<file path="src/led_blink_code_sequencer_defines.svh">
// Assertion macros for the LED blink-code sequencer.
// Included by the top level; no other dependencies.
// In synthesis the macros expand to nothing.
`ifndef LED_BLINK_CODE_SEQUENCER_DEFINES_SVH
`define LED_BLINK_CODE_SEQUENCER_DEFINES_SVH

`ifndef SYNTHESIS

// Same-cycle implication, disabled while reset is asserted
`define LBCS_ASSERT_IMP(label, clk, rst_n, ante, cons) \
  label: assert property (@(posedge clk) disable iff (!rst_n) (ante) |-> (cons)) \
    else $error("assertion failed");

// Next-cycle implication, disabled while reset is asserted
`define LBCS_ASSERT_NXT(label, clk, rst_n, ante, cons) \
  label: assert property (@(posedge clk) disable iff (!rst_n) (ante) |=> (cons)) \
    else $error("assertion failed");

`else

`define LBCS_ASSERT_IMP(label, clk, rst_n, ante, cons)
`define LBCS_ASSERT_NXT(label, clk, rst_n, ante, cons)

`endif

`endif

</file>
<file path="src/lbcs_pkg.sv">
// Shared types and constants for the LED blink-code sequencer.
// No dependencies; used by the top level.
package lbcs_pkg;

  localparam int unsigned LED_COUNT     = 8;
  localparam int unsigned ELAPSED_W     = 17;
  localparam int unsigned DELAY_W       = 16;
  localparam logic [ELAPSED_W-1:0] ELAPSED_MAX = '1;
  localparam logic [DELAY_W-1:0]   DELAY_RESET = 16'd250;

  typedef enum logic {
    OP_TICK    = 1'b0,
    OP_ENQUEUE = 1'b1
  } opcode_t;

  // One queued blink request as held in the request memory
  typedef struct packed {
    logic [2:0] led;
    logic [3:0] blinks;
    logic [3:0] rounds;
  } entry_t;

  localparam int unsigned ENTRY_W = $bits(entry_t);

endpackage

</file>
<file path="src/lbcs_ram.sv">
// Generic single-write, single-read synchronous RAM with registered read data.
// No dependencies; holds the request queue of the sequencer.
module lbcs_ram #(
  parameter int unsigned WIDTH = 11,
  parameter int unsigned DEPTH = 8
) (
  input  logic                     clk,
  input  logic                     we,
  input  logic [$clog2(DEPTH)-1:0] waddr,
  input  logic [WIDTH-1:0]         wdata,
  input  logic                     re,
  input  logic [$clog2(DEPTH)-1:0] raddr,
  output logic [WIDTH-1:0]         rdata
);

  logic [WIDTH-1:0] mem [DEPTH];

  // Write port, then registered read port
  always_ff @(posedge clk) begin
    if (we) begin
      mem[waddr] <= wdata;
    end
    if (re) begin
      rdata <= mem[raddr];
    end
  end

endmodule

</file>
<file path="src/led_blink_code_sequencer.sv">
// Top level of the LED blink-code sequencer.
// Depends on lbcs_pkg, lbcs_ram and led_blink_code_sequencer_defines.svh.
//
// Usage:
//   Input channel: drive in_opcode and the request fields with start high;
//   the item is taken at a rising edge where start is high and busy low.
//   A tick (opcode 0) advances the blink player; an enqueue (opcode 1)
//   appends a request to the queue memory, or flags it dropped when full.
//   Result channel: exactly one result per item, shown for one cycle with
//   out_valid high. The receiver cannot stall; results are not held.
//   Latency: the transfer edge reads the queue head from the memory, the
//   next edge performs the read-modify-write of the player state and the
//   queue, and the result is on the ports in the cycle after that.
//   Pacing: no new item is taken while one is in flight; busy is high
//   during the update step that follows the queue memory read.
//   Configuration: cfg_wr_en with cfg_wr_data writes the toggle gap at once;
//   write it only while no item is in flight.
//   Reset (rst_n low, synchronous): empty queue, nothing playing, LED off,
//   toggle gap back to 250. Queue entries are not cleared; only written
//   entries are ever used.
module led_blink_code_sequencer
  import lbcs_pkg::*;
#(
  parameter int unsigned FIFO_DEPTH = 8
) (
  input  logic         clk,
  input  logic         rst_n,
  // input channel
  input  logic         start,
  output logic         busy,
  input  logic         in_opcode,
  input  logic [2:0]   in_led_select,
  input  logic [3:0]   in_blink_count,
  input  logic [3:0]   in_repeat_count,
  // result channel
  output logic         out_valid,
  output logic         out_led_update,
  output logic [2:0]   out_led_index,
  output logic         out_led_level,
  output logic         out_dropped,
  output logic         out_busy_res,
  // configuration
  input  logic         cfg_wr_en,
  input  logic [15:0]  cfg_wr_data
);

`include "led_blink_code_sequencer_defines.svh"

  localparam int unsigned PTR_W  = $clog2(FIFO_DEPTH);
  localparam int unsigned FILL_W = $clog2(FIFO_DEPTH + 1);
  localparam logic [PTR_W-1:0]  PTR_LAST   = PTR_W'(FIFO_DEPTH - 1);
  localparam logic [FILL_W-1:0] FILL_FULL  = FILL_W'(FIFO_DEPTH);

  typedef enum logic {
    ST_IDLE,
    ST_EXEC
  } state_t;

  state_t state_r;

  // Player and queue control state
  logic [PTR_W-1:0]     head_r, head_nxt;
  logic [PTR_W-1:0]     tail_r, tail_nxt;
  logic [FILL_W-1:0]    fill_r, fill_nxt;
  logic                 playing_r, playing_nxt;
  logic                 counting_r, counting_nxt;
  logic                 led_on_r, led_on_nxt;
  logic [2:0]           active_led_r, active_led_nxt;
  logic [4:0]           blinks_left_r, blinks_left_nxt;
  logic [3:0]           rounds_left_r, rounds_left_nxt;
  logic [3:0]           orig_blinks_r, orig_blinks_nxt;
  logic [ELAPSED_W-1:0] elapsed_r, elapsed_nxt;
  logic [DELAY_W-1:0]   toggle_gap_r;

  // Captured input item
  opcode_t    opcode_r;
  logic [2:0] sel_r;
  logic [3:0] cnt_r;
  logic [3:0] rep_r;

  // Registered result
  logic       out_valid_r;
  logic       out_update_r;
  logic [2:0] out_index_r;
  logic       out_level_r;
  logic       out_dropped_r;
  logic       out_busy_r;

  // Update-step signals
  logic       accept;
  logic       pop;
  logic       push;
  logic       push_ok;
  logic       fifo_full;
  entry_t     push_entry;
  entry_t     head_entry;
  logic [ENTRY_W-1:0] rd_data;
  logic       upd;
  logic [2:0] upd_index;
  logic       upd_level;

  assign accept     = start && !busy;
  assign busy       = (state_r == ST_EXEC);
  assign head_entry = entry_t'(rd_data);
  assign fifo_full  = (fill_r == FILL_FULL);
  assign push_ok    = push && !fifo_full;

  // Request queue storage; head is read on the transfer edge
  lbcs_ram #(
    .WIDTH (ENTRY_W),
    .DEPTH (FIFO_DEPTH)
  ) u_queue (
    .clk   (clk),
    .we    (push_ok),
    .waddr (tail_r),
    .wdata (push_entry),
    .re    (accept),
    .raddr (head_r),
    .rdata (rd_data)
  );

  // Capture the input item
  always_ff @(posedge clk) begin
    if (accept) begin
      opcode_r <= opcode_t'(in_opcode);
      sel_r    <= in_led_select;
      cnt_r    <= in_blink_count;
      rep_r    <= in_repeat_count;
    end
  end

  // Read-modify-write of the player state for one item
  always_comb begin
    playing_nxt     = playing_r;
    counting_nxt    = counting_r;
    led_on_nxt      = led_on_r;
    active_led_nxt  = active_led_r;
    blinks_left_nxt = blinks_left_r;
    rounds_left_nxt = rounds_left_r;
    orig_blinks_nxt = orig_blinks_r;
    elapsed_nxt     = elapsed_r;
    pop             = 1'b0;
    push            = 1'b0;
    push_entry      = '0;
    upd             = 1'b0;
    upd_index       = '0;
    upd_level       = 1'b0;

    if (state_r == ST_EXEC) begin
      if (opcode_r == OP_ENQUEUE) begin
        // enqueue: LEDs beyond the fitted count are ignored
        if (32'(sel_r) < LED_COUNT) begin
          push       = 1'b1;
          push_entry = '{led: sel_r, blinks: cnt_r, rounds: rep_r};
        end
      end else begin
        // start the head request when nothing plays
        if (!playing_r && (fill_r != '0)) begin
          pop             = 1'b1;
          active_led_nxt  = head_entry.led;
          orig_blinks_nxt = head_entry.blinks;
          blinks_left_nxt = (head_entry.blinks == '0) ? 5'd1 : {1'b0, head_entry.blinks};
          rounds_left_nxt = head_entry.rounds;
          led_on_nxt      = 1'b0;
          counting_nxt    = 1'b1;
          elapsed_nxt     = ELAPSED_MAX;
          playing_nxt     = 1'b1;
        end
        if (playing_nxt) begin
          if (elapsed_nxt != ELAPSED_MAX) begin
            elapsed_nxt = elapsed_nxt + 1'b1;
          end
          if (counting_nxt) begin
            // toggle once the delay has passed; an off edge ends one blink
            if (elapsed_nxt > {1'b0, toggle_gap_r}) begin
              elapsed_nxt = '0;
              led_on_nxt  = !led_on_nxt;
              upd         = 1'b1;
              upd_index   = active_led_nxt;
              upd_level   = led_on_nxt;
              if (!led_on_nxt) begin
                if (blinks_left_nxt != '0) begin
                  blinks_left_nxt = blinks_left_nxt - 1'b1;
                end
                if (blinks_left_nxt == '0) begin
                  counting_nxt = 1'b0;
                end
              end
            end
          end else if (elapsed_nxt > {toggle_gap_r, 1'b0}) begin
            // gap over: re-queue unless the last round is done
            if (rounds_left_nxt != '0) begin
              rounds_left_nxt = rounds_left_nxt - 1'b1;
              if (rounds_left_nxt != '0) begin
                push       = 1'b1;
                push_entry = '{led: active_led_nxt, blinks: orig_blinks_nxt,
                               rounds: rounds_left_nxt};
              end
            end else begin
              push       = 1'b1;
              push_entry = '{led: active_led_nxt, blinks: orig_blinks_nxt, rounds: 4'd0};
            end
            playing_nxt = 1'b0;
          end
        end
      end
    end

    // Queue pointers and fill count
    head_nxt = head_r;
    tail_nxt = tail_r;
    fill_nxt = fill_r;
    if (pop) begin
      head_nxt = (head_r == PTR_LAST) ? '0 : head_r + 1'b1;
      fill_nxt = fill_nxt - 1'b1;
    end
    if (push && !fifo_full) begin
      tail_nxt = (tail_r == PTR_LAST) ? '0 : tail_r + 1'b1;
      fill_nxt = fill_nxt + 1'b1;
    end
  end

  // State machine, player state and registered result
  always_ff @(posedge clk) begin
    if (!rst_n) begin
      state_r       <= ST_IDLE;
      head_r        <= '0;
      tail_r        <= '0;
      fill_r        <= '0;
      playing_r     <= 1'b0;
      counting_r    <= 1'b0;
      led_on_r      <= 1'b0;
      active_led_r  <= '0;
      blinks_left_r <= '0;
      rounds_left_r <= '0;
      orig_blinks_r <= '0;
      elapsed_r     <= ELAPSED_MAX;
      toggle_gap_r  <= DELAY_RESET;
      out_valid_r   <= 1'b0;
      out_update_r  <= 1'b0;
      out_index_r   <= '0;
      out_level_r   <= 1'b0;
      out_dropped_r <= 1'b0;
      out_busy_r    <= 1'b0;
    end else begin
      if (cfg_wr_en) begin
        toggle_gap_r <= cfg_wr_data;
      end
      out_valid_r <= 1'b0;
      case (state_r)
        ST_IDLE: begin
          if (accept) begin
            state_r <= ST_EXEC;
          end
        end
        ST_EXEC: begin
          state_r       <= ST_IDLE;
          head_r        <= head_nxt;
          tail_r        <= tail_nxt;
          fill_r        <= fill_nxt;
          playing_r     <= playing_nxt;
          counting_r    <= counting_nxt;
          led_on_r      <= led_on_nxt;
          active_led_r  <= active_led_nxt;
          blinks_left_r <= blinks_left_nxt;
          rounds_left_r <= rounds_left_nxt;
          orig_blinks_r <= orig_blinks_nxt;
          elapsed_r     <= elapsed_nxt;
          out_valid_r   <= 1'b1;
          out_update_r  <= upd;
          out_index_r   <= upd_index;
          out_level_r   <= upd_level;
          out_dropped_r <= push && fifo_full;
          out_busy_r    <= playing_nxt || (fill_nxt != '0);
        end
        default: begin
          state_r <= ST_IDLE;
        end
      endcase
    end
  end

  assign out_valid      = out_valid_r;
  assign out_led_update = out_update_r;
  assign out_led_index  = out_index_r;
  assign out_led_level  = out_level_r;
  assign out_dropped    = out_dropped_r;
  assign out_busy_res   = out_busy_r;

  // Checks on queue bookkeeping and result consistency
  `LBCS_ASSERT_IMP(a_fill_bound, clk, rst_n, 1'b1, fill_r <= FILL_FULL)
  `LBCS_ASSERT_NXT(a_exec_gives_result, clk, rst_n, state_r == ST_EXEC, out_valid_r)
  `LBCS_ASSERT_IMP(a_update_while_playing, clk, rst_n, out_valid_r && out_update_r, playing_r)
  `LBCS_ASSERT_IMP(a_busy_res_matches, clk, rst_n, out_valid_r,
                   out_busy_r == (playing_r || (fill_r != '0)))

endmodule
</file>
<file path="config.mk">
export PLATFORM = sky130hd
export DESIGN_NAME = led_blink_code_sequencer
export DESIGN_NICKNAME = d
export VERILOG_FILES = /design/src/lbcs_pkg.sv /design/src/lbcs_ram.sv /design/src/led_blink_code_sequencer.sv
export VERILOG_INCLUDE_DIRS = /design/src /design/src/src
export SDC_FILE = /design/constraint.sdc
export NUM_CORES = 1
export LEC_CHECK = 0
export ABC_CLOCK_PERIOD_IN_PS = 8000
export BUFFER_PORTS_ARGS = -buffer_cell sky130_fd_sc_hd__buf_4
export CORE_MARGIN = 5
export CORE_UTILIZATION = 50
export CTS_CLUSTER_SIZE = 8
export DETAILED_ROUTE_END_ITERATION = 12
export HOLD_SLACK_MARGIN = 0.15
export PLACE_DENSITY = 0.75
export SLEW_MARGIN = 20
export SYNTH_ARGS = -nofsm -noshare
export SYNTH_HDL_FRONTEND = slang
export SYNTH_HIERARCHICAL = 1
export SYNTH_SLANG_ARGS = --single-unit
</file>
<file path="constraint.sdc">
create_clock -name clk -period 8 [get_ports clk]
set_clock_uncertainty 0.1 [all_clocks]
set_input_delay 1.2 -clock clk [delete_from_list [all_inputs] [get_ports clk]]
set_output_delay 1.2 -clock clk [all_outputs]
set_load 0.02 [all_outputs]
</file>
==> results of run 1 <==
## path summary, 6_finish.rpt
check	startpoint	end	slack, ns
worst min register to register	orig_blinks_r[1]	orig_blinks_r[1]	0.36
worst max-delay path	fill_r[0]	u_queue/mem[5][10]	2.05
worst min-delay path	orig_blinks_r[1]	orig_blinks_r[1]	0.36
worst max register to register	fill_r[0]	u_queue/mem[5][10]	2.05
## placed cells by master (no fill, tap or decap), types with 11 or more instances in the layout
master,instances
nand3_1,11
nand4_1,12
ha_1,43
mux2i_1,28
inv_1,32
nand2_1,60
mux2_2,13
nand2b_1,11
edfxtp_1,111
o21ai_0,22
clkbuf_16,17
nor2b_1,16
dfxtp_1,71
nor3_1,27
a221o_1,13
buf_4,51
mux4_1,22
a21oi_1,55
nor2_1,54
## sequential cells by signal, summed over array words and instances, names as in the netlist, 4 cells and up
signal / cells
cnt_r: 4
fill_r: 4
toggle_gap_r: 16
orig_blinks_r: 4
u_queue/rdata: 11
u_queue/mem: 88
rep_r: 4
blinks_left_r: 5
elapsed_r: 17
rounds_left_r: 4
## kinds of logic (layout without fill, tap and decap cells)
family          count (synthesis)  in the layout
simple gates                  220            220
flops                         182            182
compound gates                149            149
buf+inv                        68            116
mux                            65             65
fa+ha+maj                      43             43
xor+xnor                       16             16
## where the power goes
group          switching (W)  internal (W)  leakage [nW]  total [W]
clock network       0.000454      0.000448         0.317   0.000902
registers          0.0000146       0.00101          1.61    0.00102
logic               0.000186      0.000124          1.74   0.000311
total               0.000655       0.00158          3.67    0.00224
## worst min-delay path: stages (launching register included)
cell     delay [ns]
dfxtp_1        0.31
nand2_1        0.05
a21oi_1        0.05
## layout make-up
cell class                      count  share of cell area (%)
Timing Repair Buffer               51                    3.82
Multi-Input combinational cell    493                    38.0
Clock inverter                     15                    2.39
Tap cell                          225                    2.81
Inverter                           33                    1.24
Sequential cell                   182                    47.5
Clock buffer                       17                    4.25
## per-stage QoR
step	power, W	util (%)
2_1_floorplan	0.00127	-
3_3_place_gp	0.00134	54.0
3_5_place_dp	0.00135	54.0
4_1_cts	0.00226	57.9
5_1_grt	0.00234	57.9
6_report	0.00224	57.9
## layer usage
metal	track usage, %	vias up	part of all wire [%]	routed length [µm]
met1	24.6	2859	43	8050
met4	6.55	0	2.1	394
met3	4.05	30	4.4	807
met2	31.2	161	50	9290
met5	0	-	0	0
li1	-	2890	-	-
==> flow_summary.toml, run 1 <==
[outcome]
status = "completed"

[setup_path]
path_cells = "inv_1, ha_1, or3b_4, nor2b_4, buf_4, nor3_1, o21ai_0, a21boi_0, ha_1, a211oi_1, or2_2, a31oi_1, o22a_1, nand3b_4, a21oi_4, nand2_1, nor2_1"
crit_family = "simple AND/OR/NAND/NOR gates"
cpPeakStageDelay_ns = 0.83
critPathCaptureType = "flip-flop"
reg2regPathDepth = 17
path_buf_inv = 2
crit_path_frequent_cell = "ha_1"
crit_cells = 17
path_max_fanout = 38
startpoint_type = "flip-flop"
cp.arrival_ns = 5.91
cp.required_ns = 7.96
cp_slowest_cell = "nor2_1"
path_class = "flip-flop to flip-flop"

[drt]
drt_iter0_drc = 314
drtAntennaViolNets = 0
routed_via_density = 5.85
drcViolationCount = 0
avgRoutedWirePerCell_um = 18.2
first_pass_iters = 5
wl_um = 18500
num_vias = 5940

[cells_and_area]
multiInputGateArea_mm2 = 0.00381
drive_above_1_share_pct = 13.7
layout.nets = 853
area_growth_pct = 13.4
finalNonFillerCells = 1016
design_area_mm2 = 0.0100
n_fill_cell = 1346
register_area_mm2 = 0.00475
antenna_cells = 0

[logic_synthesis]
synth_flop_cell = "edfxtp_1"
synthArstFlopShare_pct = 0
synth.most_common_cell = "edfxtp_1"
synthAdderAreaFrac_pct = 6.09
ys_warn_count = 6
synthTopCellsByCount = "edfxtp_1, dfxtp_1, nand2_1"
ys_types = 61
netlist_top_cells_area = "edfxtp_1, dfxtp_1, mux4_1"
synth_mux_area_share_pct = 11.8
yosysSeqAreaShare_pct = 53.8
synth_top_area_share_pct = 37.7
synth_compound_area_share_pct = 11.1
syn-cell-area_mm2 = 0.00883
synth_top_area_cell = "edfxtp_1"
synthSimpleGateAreaFrac_pct = 12.4
synth_top_family_by_area = "simple AND/OR/NAND/NOR gates"
synth_fp_nets = 818
synth_cells = 743
ys_ff_latch = 182
synthXorXnorAreaFrac_pct = 1.59
syn_avg_cell_area_um2 = 11.9
synth_edf_count = 111

[timing]
setup_tns_ns = 0
finalWorstSetupSlack_ns = 2.05
relSlewSlack_pct = 29.9
period_minus_slack_ns = 5.95
post-route-period-util_pct = 74.4
hold_slack_ns = 0.359
fmax_mhz = 168
hold_violations = 0
final_max_slew_viol_count = 0
setup_violations = 0
rsz0062_at_grt = "no"
tightest_slew_ns = 1.05

[global_route]
antenna_found_initial = 0
grt_first_pass_wirelength_um = 29900
grt_max_degree = 39
grt_pass1_vias = 5756
gr-usage-all-layers_pct = 18.8
grt-ovfl-total = 0

[power]
leakagePower_nw = 3.67
p_per_area_mw_per_mm2 = 223
peakVddDrop_mv = 0.201

[floorplan]
dieArea_mm2 = 0.0204
die_w_um = 143
initial_utilization_pct = 51.0
die_h_um = 143
row_count = 48
io_pins = 41
coreArea_mm2 = 0.0173

[placement]
dp_cells = 984
place_ws_ns = 2.15
hpwl_um = 12800
gp_congestion = 0.896
placedInstanceArea_mm2 = 0.00935
portBuffers = 40

[clock_tree]
max-clock-path-buffers = 2
cts_resized = 0
cts_root_buf = "clkbuf_16"
cts_buffers = 17
holdBufCountCts = 0
htreeDepth = 4
tritoncts = "done"
cts.clk_slew.worst_paths_ns = 0.08
post_cts_buffers = 0
numClockSinks = 182
clkLatencyLatePin_ns = 0.44

[run]
maxCapViolations = 0

[worst_hold_path]
hold_depth = 2
hold_path.class = "flip-flop to flip-flop"
Note: power is estimated with default switching activity, not from simulation.
==> run 2: changes to the inputs <==
--- a/config.mk
+++ b/config.mk
@@ -6,7 +6,7 @@
 export SDC_FILE = /design/constraint.sdc
 export NUM_CORES = 1
 export LEC_CHECK = 0
-export ABC_CLOCK_PERIOD_IN_PS = 8000
+export ABC_CLOCK_PERIOD_IN_PS = 5830
 export BUFFER_PORTS_ARGS = -buffer_cell sky130_fd_sc_hd__buf_4
 export CORE_MARGIN = 5
 export CORE_UTILIZATION = 50
==> constraint.sdc (replaced) <==
create_clock -name clk -period 5.83 [get_ports clk]
set_clock_uncertainty 0.1 [all_clocks]
set_input_delay 0.8745 -clock clk [delete_from_list [all_inputs] [get_ports clk]]
set_output_delay 0.8745 -clock clk [all_outputs]
set_load 0.02 [all_outputs]
==> run 2 against run 1 <==
  * Non-clock buffer count up 10
  * Die area unchanged
  * Sequential cell count stayed put
  * Via count down 0.82%
  * Highest routed layer unchanged
  * Critical endpoint is now u_queue/mem[4][7]
==> flow_summary.toml, run 2 (synthesis results as in run 1) <==
[outcome]
status = "completed"

[power]
p_per_area_mw_per_mm2 = 296
total_power_w = 0.00296
peakVddDrop_mv = 0.439
leakagePower_nw = 3.69

[setup_path]
path_class = "flip-flop to flip-flop"
startpoint_type = "flip-flop"
cp.required_ns = 5.87
reg2reg_to = "u_queue/mem[4][7]"
r2r_slack_ns = 0.69
critPathCaptureType = "flip-flop"
cp.arrival_ns = 5.18
startpoint = "fill_r[0]"
crit_path_end = "u_queue/mem[4][7]"
path_max_fanout = 11
worstReg2RegStart = "fill_r[0]"
reg2regPathDepth = 17

[timing]
setup_violations = 0
final_max_slew_viol_count = 0
relSlewSlack_pct = 33.0
tightest_slew_ns = 1.00
fmax_mhz = 195
rsz0062_at_grt = "no"
period_minus_slack_ns = 5.14
post-route-period-util_pct = 88.1
setup_tns_ns = 0
hold_violations = 0

[placement]
dp_cells = 994
hpwl_um = 12600
portBuffers = 40
placedInstanceArea_mm2 = 0.00942
gp_congestion = 0.878

[cells_and_area]
finalNonFillerCells = 1026
design_area_mm2 = 0.0100
post-route-util_pct = 57.9
reg_top3 = "u_queue/mem: 88 flops, elapsed_r: 17 flops, toggle_gap_r: 16 flops"
largest_reg_flops = 88
layout_common_cells = "edfxtp_1, dfxtp_1, buf_4"
regMostFlops = "u_queue/mem"
layout.nets = 863
drive_above_1_share_pct = 14.6
antenna_cells = 0
mostFrequentLayoutCell = "edfxtp_1"
area_growth_pct = 13.3

[clock_tree]
cts.clk_slew.worst_paths_ns = 0.08
post_cts_buffers = 0
cts_root_buf = "clkbuf_16"
max-clock-path-buffers = 2
cts_resized = 0
holdBufCountCts = 0
tritoncts = "done"
cts_buffers = 17
numClockSinks = 182
htreeDepth = 4
clkLatencyLatePin_ns = 0.44

[drt]
drt_iter0_drc = 359
routed_via_density = 5.74
num_vias = 5891
drtAntennaViolNets = 0
wl_um = 18000
avgRoutedWirePerCell_um = 17.5
first_pass_iters = 5
drcViolationCount = 0

[worst_hold_path]
hold_path.class = "flip-flop to flip-flop"
min-delay-start = "orig_blinks_r[2]"

[floorplan]
row_count = 48
initial_utilization_pct = 51.0
coreArea_mm2 = 0.0173
io_pins = 41
dieArea_mm2 = 0.0204
die_w_um = 143
die_h_um = 143

[global_route]
grt_first_pass_wirelength_um = 29800
grt_pass1_vias = 5749
antenna_found_initial = 0
gr-usage-all-layers_pct = 18.6
grt_max_degree = 34
grt-ovfl-total = 0

[run]
maxCapViolations = 0
run 2: routing by layer:
metal	vias to the layer above	GRT usage, %	wire length [µm]
li1	2902	-	-
met1	2845	25.0	8330
met2	123	30.4	8680
met3	21	4.39	731
met4	0	4.70	264
met5	-	0	0
run 2: worst min path at each step:
stage                             to  slack, ns  cells after the start
global placement    orig_blinks_r[3]       0.34                      2
finish              orig_blinks_r[2]       0.36                      2
floorplan           orig_blinks_r[0]       0.34                      2
global route        orig_blinks_r[3]       0.39                      2
CTS                 orig_blinks_r[2]       0.36                      2
detailed placement  orig_blinks_r[2]       0.35                      2
run 2: report_power, final:
part	switching, W	internal, W	leakage (nW)	total (W)
logic	0.000253	0.000173	1.79	0.000426
clock network	0.000554	0.000578	0.285	0.00113
registers	0.0000195	0.00139	1.61	0.00141
total	0.000826	0.00214	3.69	0.00296
run 2: final cells by class:
class	count	area [µm²]
inverter	33	124
tap	225	282
sequential	182	4750
timing repair buffer	61	458
multi-input combinational	493	3800
clock buffer	17	425
clock inverter	15	168
fill	1406	7290
run 2: worst max-delay path, stage by stage, from the launching register on:
cell and delay, ns:
dfxtp_1 0.39, inv_1 0.12, ha_1 0.23, or3b_4 0.42, nor2b_4 0.15, nor3_1 0.52, o21ai_0 0.21, a21boi_0 0.41
ha_1 0.23, a211oi_1 0.08, or2_2 0.31, a31oi_1 0.17, o22a_1 0.30, nand3b_4 0.19, a21oi_4 0.41, nand2_1 0.20
nor3_1 0.17, buf_4 0.22
run 2: stage by stage:
step | hold WS, ns | setup slack (ns)
after floorplan | 0.336 | 0.397
after global placement | 0.341 | 0.883
after detailed placement | 0.348 | 0.800
after CTS | 0.359 | 0.754
after global routing | 0.390 | 0.377
final | 0.358 | 0.693
